## src/rtl/stqg_pkg.sv

```systemverilog
// Shared types and constants of the sprite tile quad generator.
package stqg_pkg;

  localparam int unsigned RecipShift = 25;
  localparam int unsigned DivW       = 26;
  localparam int unsigned DivSW      = 17;

  localparam logic signed [15:0] ScreenWQ4 = 16'sd6144;
  localparam logic signed [15:0] ScreenHQ4 = 16'sd3584;

  typedef enum logic [2:0] {
    REG_RECT_LEFT     = 3'd0,
    REG_RECT_TOP      = 3'd1,
    REG_RECT_RIGHT    = 3'd2,
    REG_RECT_BOTTOM   = 3'd3,
    REG_SPRITE_WIDTH  = 3'd4,
    REG_SPRITE_HEIGHT = 3'd5,
    REG_FLIP_MODE     = 3'd6,
    REG_PALETTE_BASE  = 3'd7
  } cfg_idx_e;

  typedef enum logic [1:0] {
    SEQ_IDLE,
    SEQ_LOAD,
    SEQ_WAIT
  } seq_e;

  typedef enum logic [1:0] {
    JOB_RECIP,
    JOB_TEXQ,
    JOB_SPANQ,
    JOB_NUDGE
  } job_e;

  typedef struct packed {
    logic [7:0] palette_byte;
    logic [7:0] start_point;
    logic [7:0] size_code;
  } in_item_t;

  typedef struct packed {
    logic [8:0]         palette_select;
    logic signed [15:0] quad_x0;
    logic signed [15:0] quad_x1;
    logic signed [15:0] quad_y0;
    logic signed [15:0] quad_y1;
    logic signed [15:0] tex_s0;
    logic signed [15:0] tex_s1;
    logic signed [15:0] tex_t0;
    logic signed [15:0] tex_t1;
  } out_item_t;

  typedef struct packed {
    logic            start;
    logic [DivW-1:0] dividend;
    logic [DivSW-1:0] divisor;
  } div_req_t;

  typedef struct packed {
    logic             done;
    logic [DivW-1:0]  quotient;
    logic [DivSW-1:0] remainder;
  } div_rsp_t;

  // Per-dimension derived constants; index 0 is x/s, index 1 is y/t.
  typedef struct packed {
    logic signed [15:0] origin;
    logic signed [16:0] span;
    logic [7:0]         n;
    logic [25:0]        m;     // ceil(2^25 / n)
    logic signed [16:0] q;     // floor(span / n)
    logic [7:0]         r;     // span - q*n
    logic [14:0]        qt;    // 16384 / n
    logic [7:0]         rt;    // 16384 % n
    logic signed [18:0] nud;   // inward texture nudge
    logic               mirror;
  } dim_cfg_t;

  typedef struct packed {
    dim_cfg_t   dx;
    dim_cfg_t   dy;
    logic [7:0] pal_base;
    logic       rect_off;
  } cfg_t;

  function automatic logic signed [15:0] sat16(input logic signed [27:0] v);
    if (v > 28'sd32767) begin
      return 16'sd32767;
    end else if (v < -28'sd32768) begin
      return -16'sd32768;
    end
    return v[15:0];
  endfunction

endpackage

```

## src/rtl/stqg_div.sv

```systemverilog
// Iterative restoring divider, one quotient bit per cycle.
module stqg_div import stqg_pkg::*; (
  input  logic     clk_i,
  input  logic     rst_ni,
  input  div_req_t req_i,
  output div_rsp_t rsp_o
);

  logic [DivSW-1:0] rem_q, rem_d;
  logic [DivW-1:0]  quo_q, quo_d;
  logic [DivSW-1:0] dvs_q;
  logic [4:0]       cnt_q;
  logic             run_q, done_q;
  logic [DivSW:0]   trial, diff;
  logic             ge;

  always_comb begin
    trial = {rem_q, quo_q[DivW-1]};
    diff  = trial - {1'b0, dvs_q};
    ge    = trial >= {1'b0, dvs_q};
    rem_d = ge ? diff[DivSW-1:0] : trial[DivSW-1:0];
    quo_d = {quo_q[DivW-2:0], ge};
  end

  always_ff @(posedge clk_i or negedge rst_ni) begin
    if (!rst_ni) begin
      run_q  <= 1'b0;
      done_q <= 1'b0;
      cnt_q  <= '0;
    end else if (req_i.start) begin
      run_q  <= 1'b1;
      done_q <= 1'b0;
      cnt_q  <= 5'(DivW - 1);
    end else if (run_q) begin
      if (cnt_q == '0) begin
        run_q  <= 1'b0;
        done_q <= 1'b1;
      end
      cnt_q <= cnt_q - 5'd1;
    end else begin
      done_q <= 1'b0;
    end
  end

  always_ff @(posedge clk_i) begin
    if (req_i.start) begin
      rem_q <= '0;
      quo_q <= req_i.dividend;
      dvs_q <= req_i.divisor;
    end else if (run_q) begin
      rem_q <= rem_d;
      quo_q <= quo_d;
    end
  end

  assign rsp_o.done      = done_q;
  assign rsp_o.quotient  = quo_q;
  assign rsp_o.remainder = rem_q;

endmodule

```

## src/rtl/stqg_cfg.sv

```systemverilog
// Configuration registers and the sequencer that derives per-dimension constants.
module stqg_cfg import stqg_pkg::*; (
  input  logic        clk_i,
  input  logic        rst_ni,
  input  logic        cfg_valid_i,
  output logic        cfg_ready_o,
  input  logic [2:0]  cfg_index_i,
  input  logic [15:0] cfg_data_i,
  output cfg_t        cfg_o,
  output logic        busy_o
);

  logic signed [15:0] left_q, top_q, right_q, bottom_q;
  logic [7:0]         width_q, height_q, pbase_q;
  logic [1:0]         flip_q;

  seq_e state_q, state_d;
  job_e job_q, job_d;
  logic dim_q, dim_d;

  logic [25:0]        m_q   [2];
  logic signed [16:0] q_q   [2];
  logic [7:0]         r_q   [2];
  logic [14:0]        qt_q  [2];
  logic [7:0]         rt_q  [2];
  logic signed [18:0] nud_q [2];

  logic [7:0]         n_v    [2];
  logic signed [16:0] span_v [2];
  logic [16:0]        abs_v  [2];

  div_req_t div_req;
  div_rsp_t div_rsp;
  logic     wr;
  logic     store;

  assign cfg_ready_o = 1'b1;
  assign wr          = cfg_valid_i;

  always_ff @(posedge clk_i or negedge rst_ni) begin
    if (!rst_ni) begin
      left_q   <= 16'sd0;
      top_q    <= 16'sd0;
      right_q  <= ScreenWQ4;
      bottom_q <= ScreenHQ4;
      width_q  <= 8'd16;
      height_q <= 8'd16;
      flip_q   <= 2'd0;
      pbase_q  <= 8'd0;
    end else if (wr) begin
      unique case (cfg_idx_e'(cfg_index_i))
        REG_RECT_LEFT:     left_q   <= cfg_data_i;
        REG_RECT_TOP:      top_q    <= cfg_data_i;
        REG_RECT_RIGHT:    right_q  <= cfg_data_i;
        REG_RECT_BOTTOM:   bottom_q <= cfg_data_i;
        REG_SPRITE_WIDTH:  width_q  <= cfg_data_i[7:0];
        REG_SPRITE_HEIGHT: height_q <= cfg_data_i[7:0];
        REG_FLIP_MODE:     flip_q   <= cfg_data_i[1:0];
        REG_PALETTE_BASE:  pbase_q  <= cfg_data_i[7:0];
      endcase
    end
  end

  // a zero cell count acts as one
  always_comb begin
    n_v[0]    = (width_q == 8'd0) ? 8'd1 : width_q;
    n_v[1]    = (height_q == 8'd0) ? 8'd1 : height_q;
    span_v[0] = 17'(right_q) - 17'(left_q);
    span_v[1] = 17'(bottom_q) - 17'(top_q);
    abs_v[0]  = span_v[0][16] ? 17'(-span_v[0]) : 17'(span_v[0]);
    abs_v[1]  = span_v[1][16] ? 17'(-span_v[1]) : 17'(span_v[1]);
  end

  always_ff @(posedge clk_i or negedge rst_ni) begin
    if (!rst_ni) begin
      state_q <= SEQ_LOAD;
      job_q   <= JOB_RECIP;
      dim_q   <= 1'b0;
    end else begin
      state_q <= state_d;
      job_q   <= job_d;
      dim_q   <= dim_d;
    end
  end

  always_comb begin
    state_d          = state_q;
    job_d            = job_q;
    dim_d            = dim_q;
    store            = 1'b0;
    div_req.start    = 1'b0;
    div_req.dividend = '0;
    div_req.divisor  = {9'd0, n_v[dim_q]};
    unique case (job_q)
      JOB_RECIP: div_req.dividend = 26'd33554432 + {18'd0, n_v[dim_q]} - 26'd1;
      JOB_TEXQ:  div_req.dividend = 26'd16384;
      JOB_SPANQ: div_req.dividend = {9'd0, abs_v[dim_q]};
      JOB_NUDGE: begin
        div_req.dividend = 26'd131072;
        div_req.divisor  = abs_v[dim_q];
      end
    endcase
    unique case (state_q)
      SEQ_IDLE: ;
      SEQ_LOAD: begin
        div_req.start = 1'b1;
        state_d       = SEQ_WAIT;
      end
      SEQ_WAIT: begin
        if (div_rsp.done) begin
          store   = 1'b1;
          state_d = SEQ_LOAD;
          unique case (job_q)
            JOB_RECIP: job_d = JOB_TEXQ;
            JOB_TEXQ:  job_d = JOB_SPANQ;
            JOB_SPANQ: job_d = JOB_NUDGE;
            JOB_NUDGE: begin
              job_d = JOB_RECIP;
              dim_d = 1'b1;
              if (dim_q) begin
                state_d = SEQ_IDLE;
                dim_d   = 1'b0;
              end
            end
          endcase
        end
      end
      default: state_d = SEQ_IDLE;
    endcase
    // any write restarts the whole derivation
    if (wr) begin
      state_d = SEQ_LOAD;
      job_d   = JOB_RECIP;
      dim_d   = 1'b0;
    end
  end

  stqg_div u_div (
    .clk_i  (clk_i),
    .rst_ni (rst_ni),
    .req_i  (div_req),
    .rsp_o  (div_rsp)
  );

  logic               rem_nz;
  logic               neg;
  logic signed [18:0] nd, cap;

  always_comb begin
    rem_nz = div_rsp.remainder != '0;
    neg    = span_v[dim_q][16];
    nd     = neg ? -19'(div_rsp.quotient[17:0]) : 19'(div_rsp.quotient[17:0]);
    cap    = 19'(qt_q[dim_q][14:4]);
  end

  always_ff @(posedge clk_i) begin
    if (store) begin
      unique case (job_q)
        JOB_RECIP: m_q[dim_q] <= div_rsp.quotient;
        JOB_TEXQ: begin
          qt_q[dim_q] <= div_rsp.quotient[14:0];
          rt_q[dim_q] <= div_rsp.remainder[7:0];
        end
        JOB_SPANQ: begin
          if (neg) begin
            q_q[dim_q] <= -17'(div_rsp.quotient[16:0]) - (rem_nz ? 17'sd1 : 17'sd0);
            r_q[dim_q] <= rem_nz ? (n_v[dim_q] - div_rsp.remainder[7:0]) : 8'd0;
          end else begin
            q_q[dim_q] <= 17'(div_rsp.quotient[16:0]);
            r_q[dim_q] <= div_rsp.remainder[7:0];
          end
        end
        JOB_NUDGE: begin
          if (span_v[dim_q] == 17'sd0 || nd >= cap) begin
            nud_q[dim_q] <= cap;
          end else begin
            nud_q[dim_q] <= nd;
          end
        end
      endcase
    end
  end

  always_comb begin
    cfg_o.dx.origin = left_q;
    cfg_o.dy.origin = top_q;
    cfg_o.dx.span   = span_v[0];
    cfg_o.dy.span   = span_v[1];
    cfg_o.dx.n      = n_v[0];
    cfg_o.dy.n      = n_v[1];
    cfg_o.dx.m      = m_q[0];
    cfg_o.dy.m      = m_q[1];
    cfg_o.dx.q      = q_q[0];
    cfg_o.dy.q      = q_q[1];
    cfg_o.dx.r      = r_q[0];
    cfg_o.dy.r      = r_q[1];
    cfg_o.dx.qt     = qt_q[0];
    cfg_o.dy.qt     = qt_q[1];
    cfg_o.dx.rt     = rt_q[0];
    cfg_o.dy.rt     = rt_q[1];
    cfg_o.dx.nud    = nud_q[0];
    cfg_o.dy.nud    = nud_q[1];
    cfg_o.dx.mirror = flip_q[0];
    cfg_o.dy.mirror = flip_q[1];
    cfg_o.pal_base  = pbase_q;
    cfg_o.rect_off  = (left_q >= ScreenWQ4) || right_q[15] ||
                      (top_q >= ScreenHQ4) || bottom_q[15];
  end

  assign busy_o = state_q != SEQ_IDLE;

endmodule

```

## config.mk

```make
export PLATFORM = sky130hd
export DESIGN_NAME = stqg_cfg
export DESIGN_NICKNAME = d
export VERILOG_FILES = /design/src/rtl/stqg_pkg.sv /design/src/rtl/stqg_div.sv /design/src/rtl/stqg_cfg.sv
export SDC_FILE = /design/constraint.sdc
export NUM_CORES = 1
export LEC_CHECK = 0
export ABC_AREA = 0
export BUFFER_PORTS_ARGS = -buffer_cell sky130_fd_sc_hd__buf_2
export CAP_MARGIN = 20
export CORE_MARGIN = 2
export CORE_UTILIZATION = 50
export CTS_BUF_LIST = sky130_fd_sc_hd__clkbuf_4
export CTS_CLUSTER_SIZE = 16
export DETAILED_ROUTE_END_ITERATION = 16
export PLACE_DENSITY = 0.8
export SLEW_MARGIN = 25
export SYNTH_ARGS = -nofsm -noshare
export SYNTH_HDL_FRONTEND = slang
export SYNTH_SLANG_ARGS = --single-unit
```

## constraint.sdc

```tcl
create_clock -name clk_i -period 6.8 [get_ports clk_i]
set_input_delay 1.36 -clock clk_i [delete_from_list [all_inputs] [get_ports clk_i]]
set_output_delay 1.36 -clock clk_i [all_outputs]
set_load 0.02 [all_outputs]
```

==> results of run 1 <==
worst min path at each step:
stage,from,to,slack [ps],cells past startpoint
after floorplan,u_div.quo_q[18],m_q[0][18],440,0
after global placement,u_div.quo_q[18],m_q[0][18],460,0
after detailed placement,u_div.quo_q[22],m_q[0][22],480,0
after CTS,u_div.quo_q[22],m_q[0][22],500,0
after global routing,u_div.quo_q[18],m_q[0][18],520,0
final,u_div.quo_q[18],m_q[0][18],500,0
layer usage:
| metal | vias up | part of all wire | wire length [um] |
|---|---|---|---|
| met5 | - | 0 | 0 |
| met4 | 0 | 0.025 | 1290 |
| met3 | 93 | 0.090 | 4650 |
| met2 | 679 | 0.47 | 24400 |
| met1 | 6921 | 0.41 | 21200 |
| li1 | 6644 | - | - |
where the power goes:
| group | switching (W) | internal, W |
|---|---|---|
| Clock | 0.000889 | 0.000965 |
| Sequential | 0.000296 | 0.00270 |
| Combinational | 0.00290 | 0.00167 |
| Total | 0.00409 | 0.00534 |
per-stage QoR:
stage	power (W)	instance area, sq um	setup WS (ps)	hold slack (ps)	instances
2_1_floorplan	0.00611	18400	1490	437	1651
3_3_place_gp	0.00737	20300	769	462	2362
3_5_place_dp	0.00749	20300	610	483	2362
4_1_cts	0.00938	21500	607	500	2529
5_1_grt	0.00998	21600	30.9	518	2532
6_report	0.00942	21600	408	504	2532
cells in the final DEF, fill, tap and decap left out, drive strengths merged, types with 16 or more instances in the layout:
cell,instances
mux2i,40
buf,317
ha,112
nand2b,23
dfxtp,17
dfrtp,94
clkbuf,136
nor2b,16
nor3,29
edfxtp,229
xnor2,83
clkinv,24
inv,152
mux2,68
xor2,20
o21ai,111
nand2,124
nor2,111
a211oi,24
a21oi,86
flip-flops by register name, indices dropped and copies added, names as in the netlist, 5 cells and up:
name         flops
q_q             34
r_q             16
bottom_q        16
u_div.dvs_q     17
width_q          8
rt_q            16
u_div.rem_q     17
top_q           16
pbase_q          8
nud_q           38
right_q         16
m_q             52
u_div.cnt_q      5
qt_q            30
u_div.quo_q     26
height_q         8
left_q          16
Yosys cell counts (28+ instances only):
library cell,number,area share
edfxtp_1,229,0.37
inv_1,148,0.030
nand2_1,124,0.025
ha_1,112,0.076
nor2_1,111,0.023
o21ai_0,108,0.029
dfrtp_1,94,0.13
a21oi_1,85,0.023
xnor2_1,82,0.039
mux2_2,67,0.041
clkbuf_1,54,0.011
mux2i_1,40,0.022
nor3_1,28,0.0076
final cells by class:
cell class                 count  area (sq um)
antenna                        1          2.50
clock buffer                 136          1020
clock inverter                31           185
fill                        2966         14800
inverter                     149           559
multi-input combinational   1082          7820
sequential                   348          9780
tap                          468           586
timing repair buffer         317          1640
cells by family (layout without fill, tap and decap cells):
logic type      count (synthesis)  in the layout  share of synthesized area
compound gates                355            355                      0.124
xor+xnor                      103            103                     0.0495
fa+ha+maj                     116            116                     0.0806
buf+inv                       221            633                     0.0469
flops                         348            348                      0.532
mux                           108            108                     0.0634
other cells                     1              2                   0.000204
simple gates                  399            399                      0.104
==> impl_results.md, run 1 <==
* Worst path max stage delay at 690 ps
* PwrDens at 436 mW/mm^2
* Placer Congestion at 0.933
* Row cnt at 70
* CP arrival at 6910 ps
* Reg2Reg Depth at 23
* # resized after CTS at 0
* CP startpoint: left_q[0]
* Critical Path Source Type: flip-flop
* Netlist Area Pre-Place at 0.0184 sq mm
* Register area share after synthesis at 0.532
* Syn_nets at 1789
* Unrepaired setup endpoints after global routing: no
* Met2 Use GR at 0.442
* Die W at 196 um
* Crit Path Category: reg -> reg
* Clock tree sinks at 348
* CTS Hold Buffers Added at 0
* First-pass GRT wire length at 78700 um
* Avg WL per Cell at 20.4 um
* Crit-path cells: ha_1 -> inv_1 -> fa_1 -> a211oi_1 -> o211ai_1 -> a21oi_1 -> o311ai_1 -> and2_1 -> inv_2 -> mux2_2 -> a21oi_1 -> inv_1 -> ha_1 -> nor2b_1 -> o21a_1 -> o21ai_0 -> a21oi_1 -> a311oi_1 -> o211a_1 -> nor3_1 -> a2111oi_0 -> o22ai_4 -> mux2_1
* Leakage at 9.22 nW
* Min Tclk post-route at 6390 ps
* Met1 usage at 0.341
* Post-synthesis cell type count at 86
* Vias in the first global route at 14100
* Total global-route track usage at 0.266
* Worst vdd ir at 343 uV
* Period utilisation layout at 0.940
* Post-Syn Area per Cell at 11.1 sq um
* Post-synthesis register bit count at 348
* Clock Skew at 76.7 ps
* Worst r2r dst: nud_q[0][0]
* DR iter-0 viols at 1182
* Hold WC Path Type: reg -> reg
* GRT Max-Usage Layer: met2
* Final max-slew violation count at 0
* DR vias/cell at 5.66
* Slew margin rel. at 0.337
* Reg2reg start: left_q[0]
* Max Fclk at 156 MHz
* Async set-or-reset flop fraction in the synthesized netlist at 0.293
* WL final at 51600 um
* Global Route met3 Usage at 0.0682
* Reg2Reg Setup Slack at 410 ps
* Worst-path clk slew at 70 ps
* Synth Instances at 1651
* Clk root buf: clkbuf_4
* Yosys warning count at 0
* Final setup vio count at 0
* Core Footprint at 0.0364 sq mm
* Largest net degree at the start of global routing at 62
* IO Pins at 303
* Maximum fanout along the worst path at 18
* Initial Util at 0.505
* # H-tree levels at 3
* Hold Fails Final Rpt at 0
* Post-CTS Setup Bufs at 0
* Number of cells on the critical path at 23
* Utilization after layout at 0.593
* Vias at 14300
* Clock Path Buffers at 3
* Prevailing post-synth register cell: edfxtp_1
* Crit path to: nud_q[0][0]
* Nets at 2126
* Setup TNS at 0 ps
* CTS tree: built
* Dpl hpwl at 38500 um
* Max_cap viols at 0
* Initial antenna violation count at 1
* Clk_lat worst skew at 820 ps
* First-pass DRT Iterations at 5
* Layout cells sized above 1 at 0.278
* DRC at 0
* Status: finished clean
* Grt total ovfl at 0
* Most used cell, CP: a21oi_1
* Required @ worst endpoint at 7320 ps
* Layout area overhead at 17.4%
* CP max-delay cell: a2111oi_0
* Delay-heaviest family, CP: compound AO/OA/AOI/OAI gates
* Number of synthesized flops with an enable pin at 229
* Final ANT Viol Nets at 0
* Die height at 196 um
* Number of buffers and inverters on the critical path at 3
* Slew @ Worst Pin at 994 ps
* Port-buffer cells at 301
* Die footprint at 0.0383 sq mm
* Crit. End Element: flip-flop
* Inserted Clock Buffers at 90
Note: power is estimated with default switching activity, not from simulation.
==> run 2, diff against run 1 <==
--- a/config.mk
+++ b/config.mk
@@ -9,11 +9,12 @@
 export BUFFER_PORTS_ARGS = -buffer_cell sky130_fd_sc_hd__buf_2
 export CAP_MARGIN = 20
 export CORE_MARGIN = 2
-export CORE_UTILIZATION = 50
+export CORE_UTILIZATION = 25
 export CTS_BUF_LIST = sky130_fd_sc_hd__clkbuf_4
 export CTS_CLUSTER_SIZE = 16
 export DETAILED_ROUTE_END_ITERATION = 16
-export PLACE_DENSITY = 0.8
+export PLACE_DENSITY = 0.5
+export REMOVE_ABC_BUFFERS = 1
 export SLEW_MARGIN = 25
 export SYNTH_ARGS = -nofsm -noshare
 export SYNTH_HDL_FRONTEND = slang
==> impl_results.md, run 2 (synthesis gave the netlist of run 1 again) <==
* Status: finished clean (unchanged)
* First-pass GRT wire length at 85600 um (was 78700 um)
* Dpl hpwl at 44400 um (was 38500 um)
* Placer Congestion at 0.897 (was 0.933)
* Inserted Clock Buffers at 97 (was 90)
* Vias at 13900 (was 14300)
* Clk_lat worst skew at 860 ps (was 820 ps)
* CTS Hold Buffers Added at 0 (unchanged)
* Crit. End Element: flip-flop (unchanged)
* Clk root buf: clkbuf_4 (unchanged)
* Crit Path Category: reg -> reg (unchanged)
* Hold Fails Final Rpt at 0 (unchanged)
* Reg with most FFs: m_q (unchanged)
* DRC at 0 (unchanged)
* First-pass DRT Iterations at 5 (unchanged)
* Worst r2r dst: nud_q[0][0] (unchanged)
* CP arrival at 6840 ps (was 6910 ps)
* Die W at 275 um (was 196 um)
* Avg WL per Cell at 19.2 um (was 20.4 um)
* Final max-slew violation count at 0 (unchanged)
* CP startpoint: left_q[0] (unchanged)
* Worst-path clk slew at 70 ps (about the same)
* Utilization after layout at 0.305 (was 0.593)
* DR iter-0 viols at 994 (was 1182)
* WL final at 58300 um (was 51600 um)
* Critical Path Source Type: flip-flop (unchanged)
* Period utilisation layout at 0.922 (was 0.940)
* Largest net degree at the start of global routing at 72 (was 62)
* DR vias/cell at 4.59 (was 5.66)
* Max_cap viols at 0 (unchanged)
* PwrDens at 426 mW/mm^2 (was 436 mW/mm^2)
* Vias in the first global route at 14000 (was 14100)
* CTS tree: built (unchanged)
* Slew @ Worst Pin at 1020 ps (was 994 ps)
* Clock Skew at 67.2 ps (was 76.7 ps)
* IO Pins at 303 (unchanged)
* Slew margin rel. at 0.320 (was 0.337)
* Commonest non-fill, non-tap cell in the layout: buf_2 (unchanged)
* Most frequent cells in the layout: buf_2, edfxtp_1, inv_1 (unchanged)
* Worst vdd ir at 236 uV (was 343 uV)
* Largest registers: m_q x52, nud_q x38, q_q x34 (unchanged)
* Grt total ovfl at 0 (unchanged)
* Largest register FFs at 52 (unchanged)
* Initial antenna violation count at 1 (unchanged)
* Delay-heaviest family, CP: compound AO/OA/AOI/OAI gates (unchanged)
* Initial Util at 0.252 (was 0.505)
* Layout cells sized above 1 at 0.280 (was 0.278)
* CP max-delay cell: a2111oi_1 (was a2111oi_0)
* Row cnt at 99 (was 70)
* Required @ worst endpoint at 7370 ps (was 7320 ps)
* Total global-route track usage at 0.151 (was 0.266)
* Crit-path cells: ha_1 -> inv_1 -> fa_1 -> a211oi_1 -> o211ai_1 -> a21oi_1 -> o311ai_1 -> and2_2 -> inv_2 -> mux2_2 -> nor2_1 -> a21oi_1 -> inv_1 -> ha_1 -> nor2b_1 -> o21a_1 -> o21ai_0 -> a21oi_1 -> a311oi_1 -> o211a_1 -> nor3_1 -> a2111oi_1 -> o22ai_4 -> mux2_1 (was ha_1 -> inv_1 -> fa_1 -> a211oi_1 -> o211ai_1 -> a21oi_1 -> o311ai_1 -> and2_1 -> inv_2 -> mux2_2 -> a21oi_1 -> inv_1 -> ha_1 -> nor2b_1 -> o21a_1 -> o21ai_0 -> a21oi_1 -> a311oi_1 -> o211a_1 -> nor3_1 -> a2111oi_0 -> o22ai_4 -> mux2_1)
* Unrepaired setup endpoints after global routing: no (unchanged)
* Max Fclk at 159 MHz (was 156 MHz)
* Die height at 275 um (was 196 um)
* Setup TNS at 0 ps (unchanged)
* Clock Path Buffers at 3 (unchanged)
* Port-buffer cells at 301 (unchanged)
* Maximum fanout along the worst path at 18 (unchanged)
* Final ANT Viol Nets at 0 (unchanged)
* Final setup vio count at 0 (unchanged)
* Min Tclk post-route at 6270 ps (was 6390 ps)
* Most used cell, CP: a21oi_1 (unchanged)
* Number of buffers and inverters on the critical path at 3 (unchanged)
* FILL cells at 7584 (was 2966)
* Reg2reg start: left_q[0] (unchanged)
* Number of cells on the critical path at 24 (was 23)
* Reg2Reg Depth at 24 (was 23)
* Leakage at 9.27 nW (was 9.22 nW)
* Crit path to: nud_q[0][0] (unchanged)
* Clock tree sinks at 348 (unchanged)
* Core Footprint at 0.0728 sq mm (was 0.0364 sq mm)
* Hold WC Path Type: reg -> reg (unchanged)
* Reg2Reg Setup Slack at 530 ps (was 410 ps)
* Worst path max stage delay at 560 ps (was 690 ps)
* Die footprint at 0.0757 sq mm (was 0.0383 sq mm)
* Nets at 2136 (was 2126)
* # H-tree levels at 3 (unchanged)
* Layout area overhead at 21.0% (was 17.4%)
run 2: cell types whose count changed in the layout (fill, tap and decap cells not counted), sizes merged:
cell / previous run / this run
buf: 317 / 320
clkinvlp: 3 / 1
inv: 152 / 151
clkinv: 24 / 36
run 2: how the worst min path moves through the flow:
stage / from / to / slack, ps / cells past startpoint
CTS: u_div.quo_q[21] / m_q[1][21] / 490 / 0
detailed placement: u_div.quo_q[21] / m_q[1][21] / 480 / 0
global route: u_div.quo_q[21] / m_q[0][21] / 490 / 0
floorplan: u_div.quo_q[18] / m_q[0][18] / 440 / 0
global placement: u_div.quo_q[22] / m_q[0][22] / 480 / 0
finish: u_div.quo_q[21] / m_q[1][21] / 490 / 0
run 2: layer usage:
metal  vias to the layer above  global-route usage  part of all wire
li1                       6673                   -                 -
met1                      6702               0.191              0.43
met2                       468               0.251              0.48
met3                        77              0.0380             0.070
met4                         0              0.0519             0.022
met5                         -                   0                 0
run 2: timing repair:
action                     4_1_cts  5_1_grt
setup endpoints to repair        0       22
buffers inserted                 0        0
gates resized for setup          0        2
run 2: final cells by class:
cell class | instances | area [sq um] | area share
clock inverters | 40 | 210 | 0.00945
multi-input cells | 1082 | 7810 | 0.351
diodes | 1 | 2.50 | 0.000113
flip-flops and latches | 348 | 9780 | 0.440
repair buffers | 320 | 1660 | 0.0744
well taps | 959 | 1200 | 0.0540
inverters | 149 | 559 | 0.0251
clock buffers | 136 | 1020 | 0.0459
run 2: through the flow:
step	total power, W	std cells	hold WS (ps)	cell area, sq um	setup slack [ps]
after detailed placement	0.00760	2857	476	21000	254
after CTS	0.00958	3033	494	22200	260
after global routing	0.0102	3035	491	22200	15.4
after floorplan	0.00608	1579	437	18100	418
final	0.00948	3035	492	22200	529
after global placement	0.00754	2857	478	21000	450
run 2: power breakdown:
part,total (W),leakage [nW],switching (W),internal [W]
Combinational,0.00459,4.99,0.00292,0.00167
Clock,0.00190,0.729,0.000933,0.000969
Sequential,0.00299,3.55,0.000293,0.00270
